`src/rtl/sector_interleave_mapper_unit_defines.svh`:
```
// assertion macros for the sector interleave mapper
// used by the rtl files that carry concurrent checks, no other dependencies
`ifndef SECTOR_INTERLEAVE_MAPPER_UNIT_DEFINES_SVH
`define SECTOR_INTERLEAVE_MAPPER_UNIT_DEFINES_SVH

// same-cycle implication, disabled in reset
`define SIM_ASSERT_IMPLY(label, clk, rst, ante, cons) \
   label: assert property (@(posedge clk) disable iff (rst) (ante) |-> (cons)) \
      else $error("sim check failed: same-cycle implication");

// next-cycle implication, disabled in reset
`define SIM_ASSERT_NEXT(label, clk, rst, ante, cons) \
   label: assert property (@(posedge clk) disable iff (rst) (ante) |=> (cons)) \
      else $error("sim check failed: next-cycle implication");

`endif

```
`src/rtl/sim_pkg.sv`:
```
// shared constants and types for the sector interleave mapper
// no dependencies, imported by sector_interleave_mapper_unit, sim_mod_add and the testbench
`default_nettype none

package sim_pkg;

   localparam int TOTAL_SLOTS = 2880;
   localparam int SLOT_W      = (TOTAL_SLOTS > 1) ? $clog2(TOTAL_SLOTS) : 1;
   localparam int SECTOR_W    = 12;
   localparam int GAP_W       = 12;
   localparam int RESULT_W    = 12;
   // holds the raw gap and any value below TOTAL_SLOTS
   localparam int REM_W       = (SLOT_W + 1 > GAP_W) ? SLOT_W + 1 : GAP_W;

   typedef logic [SLOT_W-1:0]   slot_type;
   typedef logic [SECTOR_W-1:0] sector_type;
   typedef logic [GAP_W-1:0]    gap_type;
   typedef logic [RESULT_W-1:0] result_type;
   typedef logic [REM_W-1:0]    rem_type;

endpackage

`default_nettype wire

```
`src/rtl/sector_interleave_mapper_unit.sv`:
```
// top level of the sector interleave mapper: sequencer, occupancy map, result register
// depends on sim_pkg, sim_ram, sim_mod_add and sector_interleave_mapper_unit_defines.svh
//
//   channel   ports                                   direction  handshake
//   request   start, busy, req_logical_sector         in         start & !busy
//   response  rsp_strobe, rsp_physical_slot,          out        one-cycle strobe
//             rsp_valid_res
//   config    csr_wr_en, csr_wr_data                  in         write when csr_wr_en
//
// a sector beyond the disk or a zero gap answers in the next cycle, busy stays low
// otherwise: gap reduction by repeated subtraction, a clear of all TOTAL_SLOTS map
// entries, then a read state and a check state per probed slot through the single map port,
// up to one probe per placed sector plus one per occupied slot skipped
// busy is high for the whole walk, the response strobe follows the last probe
// sync active-high reset, each walk clears the map itself; responses never stall
`default_nettype none

module sector_interleave_mapper_unit (
   input  wire logic                clock,
   input  wire logic                reset,
   input  wire logic                start,
   output logic                     busy,
   input  wire sim_pkg::sector_type req_logical_sector,
   output logic                     rsp_strobe,
   output sim_pkg::result_type      rsp_physical_slot,
   output logic                     rsp_valid_res,
   input  wire logic                csr_wr_en,
   input  wire sim_pkg::gap_type    csr_wr_data
);
   import sim_pkg::*;

`include "sector_interleave_mapper_unit_defines.svh"

   // sequencer states
   localparam logic [2:0] ST_IDLE  = 3'd0;
   localparam logic [2:0] ST_STEP  = 3'd1;
   localparam logic [2:0] ST_CLEAR = 3'd2;
   localparam logic [2:0] ST_READ  = 3'd3;
   localparam logic [2:0] ST_CHECK = 3'd4;

   logic [2:0] state_ff, state_in;
   gap_type    gap_ff, gap_in;
   sector_type sector_ff, sector_in;
   sector_type idx_ff, idx_in;
   rem_type    rem_ff, rem_in;
   slot_type   step_ff, step_in;
   slot_type   cnt_ff, cnt_in;
   slot_type   pos_ff, pos_in;
   logic       strobe_ff, strobe_in;
   result_type slot_out_ff, slot_out_in;
   logic       ok_ff, ok_in;

   // shared adder operands
   slot_type op_a, op_b, op_sum;

   // map port
   logic     map_wr_en;
   slot_type map_wr_addr;
   logic     map_wr_data;
   logic     map_rd_data;

   logic accept;
   logic in_range;

   assign accept   = start && !busy;
   assign in_range = 32'(req_logical_sector) < TOTAL_SLOTS;

   sim_mod_add u_add (
      .a   (op_a),
      .b   (op_b),
      .sum (op_sum)
   );

   sim_ram #(
      .WIDTH (1),
      .DEPTH (TOTAL_SLOTS)
   ) u_map (
      .clock   (clock),
      .wr_en   (map_wr_en),
      .wr_addr (map_wr_addr),
      .wr_data (map_wr_data),
      .rd_addr (pos_ff),
      .rd_data (map_rd_data)
   );

   // operand select for the shared adder
   always_comb begin
      case (state_ff)
         ST_STEP: begin
            op_a = rem_ff[SLOT_W-1:0];
            op_b = slot_type'(1);
         end
         ST_CLEAR: begin
            op_a = cnt_ff;
            op_b = slot_type'(1);
         end
         ST_CHECK: begin
            op_a = pos_ff;
            // occupied slot: probe the next one, else jump by the step
            op_b = map_rd_data ? slot_type'(1) : step_ff;
         end
         default: begin
            op_a = pos_ff;
            op_b = slot_type'(1);
         end
      endcase
   end

   always_comb begin
      state_in    = state_ff;
      gap_in      = gap_ff;
      sector_in   = sector_ff;
      idx_in      = idx_ff;
      rem_in      = rem_ff;
      step_in     = step_ff;
      cnt_in      = cnt_ff;
      pos_in      = pos_ff;
      strobe_in   = 1'b0;
      slot_out_in = slot_out_ff;
      ok_in       = ok_ff;
      map_wr_en   = 1'b0;
      map_wr_addr = pos_ff;
      map_wr_data = 1'b1;

      if (csr_wr_en) begin
         gap_in = csr_wr_data;
      end

      case (state_ff)
         ST_IDLE: begin
            if (accept) begin
               if (!in_range) begin
                  strobe_in   = 1'b1;
                  slot_out_in = '0;
                  ok_in       = 1'b0;
               end else if (gap_ff == '0) begin
                  // no interleave, identity mapping
                  strobe_in   = 1'b1;
                  slot_out_in = result_type'(req_logical_sector);
                  ok_in       = 1'b1;
               end else begin
                  sector_in = req_logical_sector;
                  rem_in    = rem_type'(gap_ff);
                  state_in  = ST_STEP;
               end
            end
         end
         ST_STEP: begin
            // gap mod TOTAL_SLOTS by repeated subtraction, then step = (rem + 1) wrapped
            if (rem_ff >= rem_type'(TOTAL_SLOTS)) begin
               rem_in = rem_ff - rem_type'(TOTAL_SLOTS);
            end else begin
               step_in  = op_sum;
               cnt_in   = '0;
               state_in = ST_CLEAR;
            end
         end
         ST_CLEAR: begin
            map_wr_en   = 1'b1;
            map_wr_addr = cnt_ff;
            map_wr_data = 1'b0;
            if (cnt_ff == slot_type'(TOTAL_SLOTS - 1)) begin
               pos_in   = '0;
               idx_in   = '0;
               state_in = ST_READ;
            end else begin
               cnt_in = op_sum;
            end
         end
         ST_READ: begin
            // map read of pos_ff lands next cycle
            state_in = ST_CHECK;
         end
         ST_CHECK: begin
            if (map_rd_data) begin
               pos_in   = op_sum;
               state_in = ST_READ;
            end else begin
               map_wr_en   = 1'b1;
               map_wr_addr = pos_ff;
               map_wr_data = 1'b1;
               if (idx_ff == sector_ff) begin
                  strobe_in   = 1'b1;
                  slot_out_in = result_type'(pos_ff);
                  ok_in       = 1'b1;
                  state_in    = ST_IDLE;
               end else begin
                  pos_in   = op_sum;
                  idx_in   = idx_ff + sector_type'(1);
                  state_in = ST_READ;
               end
            end
         end
         default: begin
            state_in = ST_IDLE;
         end
      endcase
   end

   always_ff @(posedge clock) begin
      if (reset) begin
         state_ff  <= ST_IDLE;
         gap_ff    <= '0;
         strobe_ff <= 1'b0;
      end else begin
         state_ff  <= state_in;
         gap_ff    <= gap_in;
         strobe_ff <= strobe_in;
      end
   end

   always_ff @(posedge clock) begin
      sector_ff   <= sector_in;
      idx_ff      <= idx_in;
      rem_ff      <= rem_in;
      step_ff     <= step_in;
      cnt_ff      <= cnt_in;
      pos_ff      <= pos_in;
      slot_out_ff <= slot_out_in;
      ok_ff       <= ok_in;
   end

   assign busy              = state_ff != ST_IDLE;
   assign rsp_strobe        = strobe_ff;
   assign rsp_physical_slot = slot_out_ff;
   assign rsp_valid_res     = ok_ff;

   // an out-of-range response always carries slot zero
   `SIM_ASSERT_IMPLY(a_invalid_zero, clock, reset, strobe_ff && !ok_ff, slot_out_ff == '0)
   // an accepted request either answers at once or starts the walk
   `SIM_ASSERT_NEXT(a_accept_acts, clock, reset, accept, busy || strobe_ff)
   // every map check follows its read
   `SIM_ASSERT_NEXT(a_read_then_check, clock, reset, state_ff == ST_READ, state_ff == ST_CHECK)
   // the probe position stays inside the disk
   `SIM_ASSERT_IMPLY(a_pos_range, clock, reset, state_ff == ST_READ || state_ff == ST_CHECK, 32'(pos_ff) < TOTAL_SLOTS)

endmodule

`default_nettype wire

```
`src/rtl/sim_ram.sv`:
```
// generic single-write, single-read ram with registered read data
// no dependencies
`default_nettype none

module sim_ram #(
   parameter int WIDTH = 1,
   parameter int DEPTH = 2
) (
   input  wire logic                                         clock,
   input  wire logic                                         wr_en,
   input  wire logic [((DEPTH > 1) ? $clog2(DEPTH) : 1)-1:0] wr_addr,
   input  wire logic [WIDTH-1:0]                             wr_data,
   input  wire logic [((DEPTH > 1) ? $clog2(DEPTH) : 1)-1:0] rd_addr,
   output logic      [WIDTH-1:0]                             rd_data
);

   logic [WIDTH-1:0] mem [DEPTH];

   always_ff @(posedge clock) begin
      if (wr_en) begin
         mem[wr_addr] <= wr_data;
      end
      rd_data <= mem[rd_addr];
   end

endmodule

`default_nettype wire

```
`src/rtl/sim_mod_add.sv`:
```
// shared modular adder: (a + b) wrapped into 0..TOTAL_SLOTS-1
// depends on sim_pkg, operands must already be below TOTAL_SLOTS
`default_nettype none

module sim_mod_add (
   input  wire sim_pkg::slot_type a,
   input  wire sim_pkg::slot_type b,
   output sim_pkg::slot_type      sum
);
   import sim_pkg::*;

   logic [SLOT_W:0] raw;

   always_comb begin
      raw = {1'b0, a} + {1'b0, b};
      if (raw >= (SLOT_W + 1)'(TOTAL_SLOTS)) begin
         raw = raw - (SLOT_W + 1)'(TOTAL_SLOTS);
      end
      sum = raw[SLOT_W-1:0];
   end

endmodule

`default_nettype wire

```
`config.mk`:
```
export PLATFORM = sky130hd
export DESIGN_NAME = sector_interleave_mapper_unit
export DESIGN_NICKNAME = d
export VERILOG_FILES = /design/src/rtl/sim_pkg.sv /design/src/rtl/sector_interleave_mapper_unit.sv /design/src/rtl/sim_ram.sv /design/src/rtl/sim_mod_add.sv
export VERILOG_INCLUDE_DIRS = /design/src /design/src/rtl
export SDC_FILE = /design/constraint.sdc
export NUM_CORES = 2
export LEC_CHECK = 0
export ABC_AREA = 1
export BUFFER_PORTS_ARGS = -buffer_cell sky130_fd_sc_hd__buf_2
export CELL_PAD_IN_SITES_DETAIL_PLACEMENT = 1
export CELL_PAD_IN_SITES_GLOBAL_PLACEMENT = 1
export CORE_MARGIN = 4
export CORE_UTILIZATION = 55
export DETAILED_ROUTE_END_ITERATION = 10
export PLACE_DENSITY_LB_ADDON = 0.1
export SLEW_MARGIN = 20
export SYNTH_ARGS = -nofsm -noshare
export SYNTH_HDL_FRONTEND = slang
export SYNTH_SLANG_ARGS = --single-unit
```
`constraint.sdc`:
```
create_clock -name clock -period 80.6 [get_ports clock]
set_input_delay 4.03 -clock clock [delete_from_list [all_inputs] [get_ports clock]]
set_output_delay 4.03 -clock clock [all_outputs]
set_load 0.02 [all_outputs]
```
Word level (Yosys, flattened, before mapping)
Memories as Yosys holds them, arrays and structs flattened. A register that Yosys moved wholly into a read port is not among the register bits.
Cells that the tools add are included.

storage, ports and cells
  memories = 1
  bits of input ports = 28
  word-level logic and storage cells = 107
  output and inout bits = 15
  bits in writable memories = 2880
  flip-flop bits (word level) = 102

memories
  memory     words  bits a word  read ports  clocked after Yosys merged registers in  wr ports  line           RTL
  u_map.mem  2880   1            1           1                                        1         sim_ram.sv:17  logic [WIDTH-1:0] mem [DEPTH];

operators by class
  eq/ne operators = 18
  muxes and demuxes = 51
  reduce and logical (&&, ||, !) cells = 17
  order comparisons = 3
  bitwise logic cells = 2
  $add $sub $neg = 4

operators by type and width
  kind                                                                                    count
  12-bit two-way mux                                                                      16
  12-bit case mux with 2 select lines                                                     5
  13-bit two-way mux                                                                      4
  13-bit by 12-bit greater-or-equal comparator with 1-bit output (second input constant)  2
  13-bit case mux with 2 select lines                                                     1
  2-bit != test (second input constant)                                                   10
  3-bit two-way mux                                                                       5
  3-bit case mux with 5 select lines                                                      1
  5-bit AND reduction                                                                     3
  1-bit two-way mux                                                                       14
  12-bit by 12-bit adder with 13-bit output                                               1
  13-bit by 12-bit subtractor with 13-bit output (second input constant)                  1
  12-bit by 1-bit adder with 12-bit output (second input constant)                        1
  12-bit equality test                                                                    1
  12-bit equality test (second input constant)                                            1
  12-bit zero test                                                                        1
  12-bit less-than comparator (second input constant)                                     1
  12-bit subtractor (second input constant)                                               1
  4-bit AND reduction                                                                     2
  2-bit nonzero test                                                                      4
  3-bit by 2-bit equality test with 1-bit output (second input constant)                  2
  1-bit case mux with 2 select lines                                                      3
  3-bit AND reduction                                                                     2
  2-bit two-way mux                                                                       2
  10 further kinds                                                                        11

Longest topological paths before layout
  depth in word-level cells = 8
  gate-level depth with buffers = 23
  mapped depth without buffers = 21

Hierarchy
A second synthesis with hierarchy kept.

unflattened totals
  cell total of the unflattened synthesis = 13532
  area, all modules = 134891.9 µm²

by module, submodules not included
  module                         instances  area an instance (µm²)  sequential area each (µm²)  cells each
  sim_ram                        1          128924.9                86503.0                     12811
  sector_interleave_mapper_unit  1          4818.4                  2902.8                      521
  sim_mod_add                    1          1148.6                  0.0                         200

Least setup slack after synthesis
No wires, ideal clock.

  kind = register -> register
  start point = register state_ff[0]
  end point = memory u_map.mem[0], data pin
  stages on the path, launching flop included = 5
  setup time = 9.333 ns
  arrival time = 43.634 ns
  path slack = 27.633 ns
  clock period less this slack = 52.967 ns
  path through = dfxtp_1 > nor3_2 > inv_2 > buf_2 > buf_1

between the ends
  cells in the longest elaborated chain, start to end = 2

ends and longest elaborated chain
  element                                         line                                  RTL
  start: declaration                              sector_interleave_mapper_unit.sv:41   logic [2:0] state_ff, state_in;
  start signal: assignment                        sector_interleave_mapper_unit.sv:206  state_ff <= state_in;
  3-bit by 2-bit equality test with 1-bit output  sector_interleave_mapper_unit.sv:129  case (state_ff)
  1-bit two-way mux                               n/a
  named net map_wr_data                           sector_interleave_mapper_unit.sv:59   logic map_wr_data;
  end: declaration                                sim_ram.sv:17

The timed path passes the listed nets, and every way through them passes these cells.

==> results.md <==
* Status: finished clean
* Fraction of layout cells with a size suffix above 1 at 6.505%
* EDFF count, synth at 2966
* Hold endpoint: state_ff[2]$_SDFFE_PP0P_
* Reg-to-Reg End: u_map.rd_data$_DFF_P_
* Hold Fails Final Rpt at 0
* Avg Synthesized Cell Area at 9.984 um^2
* Cells after Synth at 13390
* Worst r2r path cells at 19
* WP data required at 81510 ps
* Final setup vio count at 0
* Worst hold stages at 2
* Period utilization at 8.981%
* IR drop worst, VDD at 0.00002130 V
* Cts hold-fix bufs at 0
* Vias in the first global route at 108300
* Fraction of registers with async set/reset at 0%
* CP Capture Type: flop
* Commonest non-fill, non-tap cell in the layout: nor2_1
* First-pass detailed-route iteration total at 6
* DRC Markers at 0
* Pwr Total at 3.704 mW
* Post-CTS sizing at 0
* Antenna violations before repair at 27
* Setup TNS at 0 ps
* DIE AREA at 251100 um^2
* Max Root-Sink Buffers at 4
* Final HPWL DP at 251700 um
* DR WL/cell at 29.79 um
* Leading registers by flop count: u_map.mem x2880, rem_ff x13
* Clk sinks at 2983
* Utilization after layout at 60.16%
* TritonCTS buffer count at 327
* Max Cap Viol at 0
* Core Rows at 180
* RSZ-0062 raised after global routing: false
* Die Width at 501.1 um
* Pwr dens at 25.52 nW/um^2
* Clk Tree Root Cell: clkbuf_16
* Worst clock skew at 36.36 ps
* Startpoint Class: flop
* Synth unique cells at 40
* Clock-pin slew on the worst setup and hold paths at 60 ps
* GRT Util Overall at 37.81%
* Worst Path Arrival at 8140 ps
* Final hold slack at 462.0 ps
* Initial DRC Count at 15080
* Height of the chip at 501.1 um
* Critical setup path kind: flop to flop
* Post-synth top flop: edfxtp_1
* Yosys warnings at 0
* Largest Register: u_map.mem
* Synthesized area at 133700 um^2
* IO Count at 43
* Fmax at 138.1 MHz
* Hold_sp: state_ff[1]$_SDFFE_PP0P_
* RD Place Congestion at 0.8490
* First-pass GRT wire length at 702700 um
* Critical path origin: pos_ff[0]$_SDFFCE_PN0P_
* Max transition margin at 9.502%
* Total gr overflow at 0
* Layout Nets at 12850
* Crit Path Max Fanout at 190
* DRT antenna net count at 0
* Synth top area share at 66.60%
* Synth top area cells: edfxtp_1 (67%), nor2_1 (9.5%), nand3_1 (8.6%)
* Total setup buffers inserted after CTS at 0
* Largest net degree at the start of global routing at 282
* Lkg Pwr at 46.04 nW
* DR vias at 105600
* Core area at 241200 um^2
* Syn-to-layout area delta at 8.503%
* Routed WL at 483100 um
* Worst-margin pin slew at 1357 ps
* Most frequent cells in the layout: nor2_1 (3397), edfxtp_1 (2966), nand2_1 (2417), nand3_1 (2278), o21ai_0 (455)
* Port buffer count at 42
* Reg2reg setup slack at 73360 ps
* Vias/cell at 6.512
* Slew Viols, Final at 0
* Number of register bits inferred by synthesis at 2983
* Clk_lat worst skew at 970 ps
* Initial Utilization at 55.44%
* Critical R2R Launch: pos_ff[0]$_SDFFCE_PN0P_
* Largest register FFs at 2880
* Minimum clock period after layout at 7239 ps
* Clock tree from TritonCTS: yes
* H-tree depth at 5
* Worst Hold Class: flop to flop
* Synth area leader: edfxtp_1
* Syn_nets at 13440
* Sequential fraction of the synthesis area at 66.86%
through the flow:
stage / instances / area [um^2] / worst slack [ps]
detailed placement: 15660 / 135500 / 73650
global placement: 15650 / 135400 / 73680
global route: 16210 / 145100 / 73110
CTS: 16200 / 145000 / 73570
floorplan: 13390 / 133700 / 27630
finish: 16210 / 145100 / 73360
logic make-up after synthesis:
logic type                 synth area share (%)
DFF                                       66.86
adders and majority gates                0.1740
buffers and inverters                     4.214
and+or+nand+nor                           25.53
AOI/OAI and AO/OA                         3.067
xor gates and xnor gates                 0.1637
worst max-delay path by stage:
stage	to	slack, ps	cells after the start
final	u_map.rd_data$_DFF_P_	73360	19
after global routing	u_map.rd_data$_DFF_P_	73110	19
after CTS	u_map.rd_data$_DFF_P_	73570	19
after detailed placement	u_map.rd_data$_DFF_P_	73650	19
after global placement	u_map.rd_data$_DFF_P_	73680	19
after floorplan	u_map.mem[0]$_DFFE_PP_	27630	4
metal layers:
| metal | vias to the layer above | GRT usage (%) | wire [um] |
|---|---|---|---|
| met5 | - | 0 | 122 |
| met2 | 6114 | 60.20 | 224500 |
| met4 | 18 | 18.76 | 26350 |
| met1 | 53770 | 49.60 | 178200 |
| li1 | 44380 | - | - |
| met3 | 1309 | 7.983 | 53850 |
power by group:
group	switching [mW]	internal [mW]	total (mW)	leakage, nW
Sequential	0.00628	1.88	1.89	26.1
Combinational	0.360	0.0626	0.422	15.3
Clock	0.611	0.785	1.40	4.68
cells in the mapped netlist (11+ instances only):
cell	n
nand2_2	15
o221ai_1	11
nand2_1	2483
nor2_1	3398
dfxtp_1	17
ha_1	17
edfxtp_1	2966
inv_2	18
o22ai_1	206
buf_4	48
buf_2	253
buf_1	124
clkbuf_1	767
o21ai_0	455
xor2_1	21
nor4_1	11
a21oi_1	64
inv_1	150
nand3_1	2302
nor2_4	11
worst max-delay path: stages, from the launching register on:
cell	delay, ps
edfxtp_1	490
inv_8	550
buf_12	550
buf_4	930
buf_4	880
buf_4	610
nand2_1	110
nand3_1	110
nand3_1	90
nand3_1	130
nand3_1	340
nand3_1	340
nand3_1	220
nand3_1	300
nand3_1	190
nand3_1	130
nand3_1	150
nand3_1	400
nand2_1	120
inv_1	70
cell type report:
class | instances | area (um^2)
Sequential cell | 2983 | 89410
Fill cell | 25790 | 96110
Timing Repair Buffer | 274 | 2251
Antenna cell | 8 | 20.02
Multi-Input combinational cell | 9048 | 39230
Tap cell | 3185 | 3985
Clock inverter | 144 | 957.2
Inverter | 168 | 675.6
Clock buffer | 404 | 8577
(Power assumes the default switching activity.)
